===== src/rtl/core/tvs_lerp.sv =====
`default_nettype none

// Linear blend of lane pairs: (lo*(one-f) + hi*f + rnd) >> SHIFT, floor shift.
// Three stages: difference, multiply, add and shift.
module tvs_lerp #(
	parameter int LANES  = 4,
	parameter int IN_W   = 16,
	parameter int FRAC_W = 8,
	parameter int SHIFT  = 0,
	parameter int SIDE_W = 8
) (
	input  logic                                   clk,
	input  logic                                   arst_n,
	input  logic                                   in_valid,
	output logic                                   in_ready,
	input  logic signed [IN_W-1:0]                 lo [LANES],
	input  logic signed [IN_W-1:0]                 hi [LANES],
	input  logic [FRAC_W-1:0]                      frac,
	input  logic [SIDE_W-1:0]                      side_in,
	output logic                                   out_valid,
	input  logic                                   out_ready,
	output logic signed [IN_W+FRAC_W+1-SHIFT:0]    res [LANES],
	output logic [SIDE_W-1:0]                      side_out
);

	localparam int SUM_W = IN_W + FRAC_W + 2;
	localparam logic signed [SUM_W-1:0] RND = (SUM_W'(1) << SHIFT) >> 1;

	logic vld_s1, vld_s2, vld_s3;
	logic rdy_s1, rdy_s2, rdy_s3;

	logic signed [IN_W-1:0]  base_s1 [LANES];
	logic signed [IN_W:0]    diff_s1 [LANES];
	logic [FRAC_W-1:0]       frac_s1;
	logic [SIDE_W-1:0]       side_s1;

	logic signed [IN_W-1:0]  base_s2 [LANES];
	logic signed [SUM_W-1:0] prod_s2 [LANES];
	logic [SIDE_W-1:0]       side_s2;

	logic signed [SUM_W-1:0] sum [LANES];

	logic signed [SUM_W-SHIFT-1:0] res_s3 [LANES];
	logic [SIDE_W-1:0]             side_s3;

	assign rdy_s3   = !vld_s3 || out_ready;
	assign rdy_s2   = !vld_s2 || rdy_s3;
	assign rdy_s1   = !vld_s1 || rdy_s2;
	assign in_ready = rdy_s1;

	always_ff @(posedge clk or negedge arst_n) begin
		if (!arst_n) begin
			vld_s1 <= 1'b0;
			vld_s2 <= 1'b0;
			vld_s3 <= 1'b0;
		end else begin
			if (rdy_s1) begin
				vld_s1 <= in_valid;
			end
			if (rdy_s2) begin
				vld_s2 <= vld_s1;
			end
			if (rdy_s3) begin
				vld_s3 <= vld_s2;
			end
		end
	end

	always_comb begin
		for (int l = 0; l < LANES; l++) begin
			sum[l] = (SUM_W'(base_s2[l]) <<< FRAC_W) + prod_s2[l] + RND;
		end
	end

	always_ff @(posedge clk) begin
		if (rdy_s1) begin
			for (int l = 0; l < LANES; l++) begin
				base_s1[l] <= lo[l];
				diff_s1[l] <= (IN_W+1)'(hi[l]) - (IN_W+1)'(lo[l]);
			end
			frac_s1 <= frac;
			side_s1 <= side_in;
		end
		if (rdy_s2) begin
			for (int l = 0; l < LANES; l++) begin
				base_s2[l] <= base_s1[l];
				prod_s2[l] <= diff_s1[l] * $signed({1'b0, frac_s1});
			end
			side_s2 <= side_s1;
		end
		if (rdy_s3) begin
			for (int l = 0; l < LANES; l++) begin
				res_s3[l] <= sum[l][SUM_W-1:SHIFT];
			end
			side_s3 <= side_s2;
		end
	end

	assign out_valid = vld_s3;
	assign res       = res_s3;
	assign side_out  = side_s3;

endmodule

`default_nettype wire


===== config.mk =====
export PLATFORM = sky130hd
export DESIGN_NAME = tvs_lerp
export DESIGN_NICKNAME = d
export VERILOG_FILES = /design/src/rtl/core/tvs_lerp.sv
export SDC_FILE = /design/constraint.sdc
export NUM_CORES = 2
export LEC_CHECK = 0
export ABC_CLOCK_PERIOD_IN_PS = 23700
export BUFFER_PORTS_ARGS = -buffer_cell sky130_fd_sc_hd__buf_2
export CORE_MARGIN = 10
export CORE_UTILIZATION = 68
export CTS_CLUSTER_SIZE = 8
export DETAILED_ROUTE_END_ITERATION = 6
export PLACE_DENSITY = 0.88
export SKIP_LAST_GASP = 1
export SLEW_MARGIN = 20
export SYNTH_ARGS = -nofsm -noshare
export SYNTH_HDL_FRONTEND = slang
export SYNTH_SLANG_ARGS = --single-unit

===== constraint.sdc =====
create_clock -name clk -period 23.7 [get_ports clk]
set_clock_uncertainty 0.1 [all_clocks]
set_input_delay 5.925 -clock clk [delete_from_list [all_inputs] [get_ports clk]]
set_output_delay 5.925 -clock clk [all_outputs]
set_load 0.01 [all_outputs]

==> impl_metrics.yaml <==
cts:
  cts-resized-gates: 0
  cts_tree: "yes"
  ctsHoldBuffers: 0
  cts_inserted_buffers: 61
  path_clk_slew_ns: 0.05
  clock_tree.root_cell: "sky130_fd_sc_hd__clkbuf_16"
  htree_levels: 2
  cts_max_path_buffers: 3
  post_cts_repair_timing_setup_buffer_count: 0
  clk-insertion-delay-late_ns: 0.64
  clock_sink_count: 439
sta:
  setup_ws_ns: 10.60
  fmax_ghz: 0.0763
  setup_total_negative_slack_ns: 0
  fin_crit_ns: 13.10
  unrepaired_setup_endpoints_after_global_routing: "no"
  setup_viol_count_final: 0
  final_hold_viol_count: 0
  worstMarginPinSlew_ns: 0.904
  maxSlewViolCount: 0
  period_utilisation_layout: 0.553
  timing.slew.headroom: 0.398
worst_setup_path:
  worst_ep_required_time_ns: 17.67
  critical-path-max-stage-delay_ns: 0.63
  timing.reg2reg.worst_path_depth: 18
  critical_path.n_buffers_inverters: 2
  crit_family: "simple AND/OR/NAND/NOR gates"
  capturing_element_type_of_the_critical_path: "primary output"
  regToRegEndpoint: "prod_s2[2][24]"
  timing.critical_path.cells: "buf_2, nand4b_1, buf_2"
  cp.depth: 3
  r2r_start: "frac_s1[0]"
  endpoint: "in_ready"
  regToRegSetupSlack_ns: 17.80
  worstSetupStartpointType: "primary input"
  library_cell_contributing_the_largest_single_delay_on_the_critical_path: "sky130_fd_sc_hd__nand4b_1"
  worstSetupStartpoint: "out_ready"
  critical_path.most_common_cell: "sky130_fd_sc_hd__buf_2"
  setup.worst_path.class: "in2out"
  signal_arrival_time_at_the_worst_endpoint_ns: 7.08
  path_max_fanout: 3
synthesis:
  synth.lib_cells_used.distinct: 70
  yosysWarnings: 0
  mappedNetlistNets: 4570
  synth.cell_area_um2: 39000
  post_synth_inst_count: 3642
  dominantRegCellSynth: "sky130_fd_sc_hd__edfxtp_1"
  synth_area_per_inst_um2: 10.7
  synth_seq_area_share: 0.338
  synth_edf_count: 436
  synth_seq_cells: 439
  share_of_flip_flops_with_an_asynchronous_set_or_reset: 0.00683
drt:
  first_drt_iteration_drcs: 1844
  drc_errors: 0
  route.vias.total: 27178
  drt-vias-per-instance: 5.80
  drt_first_pass_iters: 6
  wire_per_inst_um: 18.4
  totalWireLength_um: 86400
  postRouteAntennaNets: 0
global_routing:
  grt_overflow_total: 0
  wire_length_of_the_first_global_routing_pass_um: 144000
  globalRouteTotalUtil: 0.262
  grt_start_max_net_pins: 71
  initial_antenna_violation_count: 0
  first_global_vias: 29305
min_path:
  hold_class: "reg2reg"
placement:
  post-dp-hpwl_um: 63300
  portBuffers: 261
  pre_cts_slack_ns: 10.57
  place_congestion: 0.879
floorplanning:
  die_w_um: 259
  num_io_pins: 262
  die-height_um: 259
  start_util: 0.689
  die-area_um2: 67300
  floorplan.core_area_um2: 56600
  placement_rows: 87
cells_and_area:
  layout.filler_cells: 3614
  post_route_cells_drive_above_1_share: 0.0931
  area.growth.synth_to_final_pct: 9.72
  n_antenna_cell: 0
  num-nets-final: 4840
  final_core_utilization: 0.756
job:
  drv_cap: 0
outcome:
  outcome: "complete, no violations"
how the worst min path moves through the flow:
stage	startpoint	endpoint	cells after the start	slack (ns)
floorplan	base_s1[0][0]	base_s2[0][0]	0	0.30
global placement	base_s1[0][7]	base_s2[0][7]	0	0.30
detailed placement	base_s1[1][12]	base_s2[1][12]	0	0.30
CTS	prod_s2[2][2]	res[28]	0	0.30
global route	base_s1[1][15]	base_s2[1][15]	0	0.31
finish	prod_s2[2][2]	res[28]	0	0.30
stage by stage:
stage / instances / hold slack (ns) / area (um^2)
after CTS: 4687 / 0.296 / 42800
after detailed placement: 4605 / 0.305 / 41100
after floorplan: 3642 / 0.300 / 39000
after global routing: 4687 / 0.305 / 42800
after global placement: 4605 / 0.300 / 41100
final: 4687 / 0.304 / 42800
cells in the final DEF (no fill, tap or decap), drive strengths merged, types with 49 or more instances in the layout:
cell    instances
inv           740
fa            440
edfxtp        436
ha            340
and2          317
nand2         290
buf           277
a21oi         152
xnor2         135
nor2          118
o21ai          93
clkbuf         77
a21o           52
xor2           49
synthesized netlist by cell type, types with 5 or more instances:
library cell	n	area [um^2]
sky130_fd_sc_hd__a21o_1	52	390
sky130_fd_sc_hd__fa_1	440	8810
sky130_fd_sc_hd__and3_1	12	75.1
sky130_fd_sc_hd__a31o_2	5	43.8
sky130_fd_sc_hd__or3_1	19	119
sky130_fd_sc_hd__o21bai_1	41	308
sky130_fd_sc_hd__clkbuf_1	69	259
sky130_fd_sc_hd__edfxtp_1	436	13100
sky130_fd_sc_hd__and2_1	317	1980
sky130_fd_sc_hd__ha_1	340	4250
sky130_fd_sc_hd__nand2b_1	27	169
sky130_fd_sc_hd__a211o_1	6	52.6
sky130_fd_sc_hd__a221oi_1	15	131
sky130_fd_sc_hd__o31ai_1	8	60.1
sky130_fd_sc_hd__nor3_1	40	200
sky130_fd_sc_hd__nor2_1	118	443
sky130_fd_sc_hd__xor2_1	49	429
sky130_fd_sc_hd__nor2b_1	37	231
sky130_fd_sc_hd__nor3b_1	10	75.1
sky130_fd_sc_hd__o21ai_0	88	440
sky130_fd_sc_hd__nand2_1	290	1090
sky130_fd_sc_hd__mux2i_1	8	80.1
sky130_fd_sc_hd__a21oi_1	152	761
sky130_fd_sc_hd__nand4_1	11	68.8
sky130_fd_sc_hd__a22o_1	5	43.8
sky130_fd_sc_hd__a211oi_1	16	120
sky130_fd_sc_hd__xnor2_1	135	1180
sky130_fd_sc_hd__a31oi_1	9	56.3
sky130_fd_sc_hd__nand3_1	16	80.1
sky130_fd_sc_hd__o211ai_1	18	135
sky130_fd_sc_hd__a221o_1	6	60.1
sky130_fd_sc_hd__a21boi_0	11	82.6
sky130_fd_sc_hd__inv_1	739	2770
sky130_fd_sc_hd__o21ai_1	5	25.0
sky130_fd_sc_hd__o21a_1	34	255
cells by family (layout without fill, tap and decap cells):
family | Yosys count | count (layout) | share of synthesized area
xor+xnor | 184 | 184 | 0.0413
flops | 439 | 439 | 0.338
simple gates | 914 | 914 | 0.120
compound gates | 508 | 508 | 0.0859
fa+ha+maj | 780 | 780 | 0.335
buf+inv | 809 | 1098 | 0.0779
mux | 8 | 8 | 0.00205
cell type report:
class	instances	area, um^2	area share
sequential	439	13200	0.308
multi-input combinational	2394	22800	0.533
inverter	739	2770	0.0649
clock inverter	5	50.0	0.00117
timing repair buffer	277	1440	0.0336
clock buffer	77	1610	0.0376
tap	756	946	0.0221
sequential cells by signal, summed over array words and instances (netlist names), 8 cells and up:
| name | cells |
|---|---|
| frac_s1 | 8 |
| res | 104 |
| prod_s2 | 104 |
| side_s2 | 8 |
| base_s2 | 64 |
| diff_s1 | 68 |
| side_s1 | 8 |
| side_out | 8 |
| base_s1 | 64 |
routing by layer:
layer | vias up | GRT usage | wire (um)
met5 | - | 0 | 0
met4 | 0 | 0.0955 | 2670
met3 | 230 | 0.0334 | 4980
met2 | 966 | 0.480 | 46500
met1 | 13608 | 0.309 | 32300
li1 | 12374 | - | -
Power is left out: the tool's default activity adds up to more than one toggle a clock period on the data nets, which glitch-free logic cannot reach.
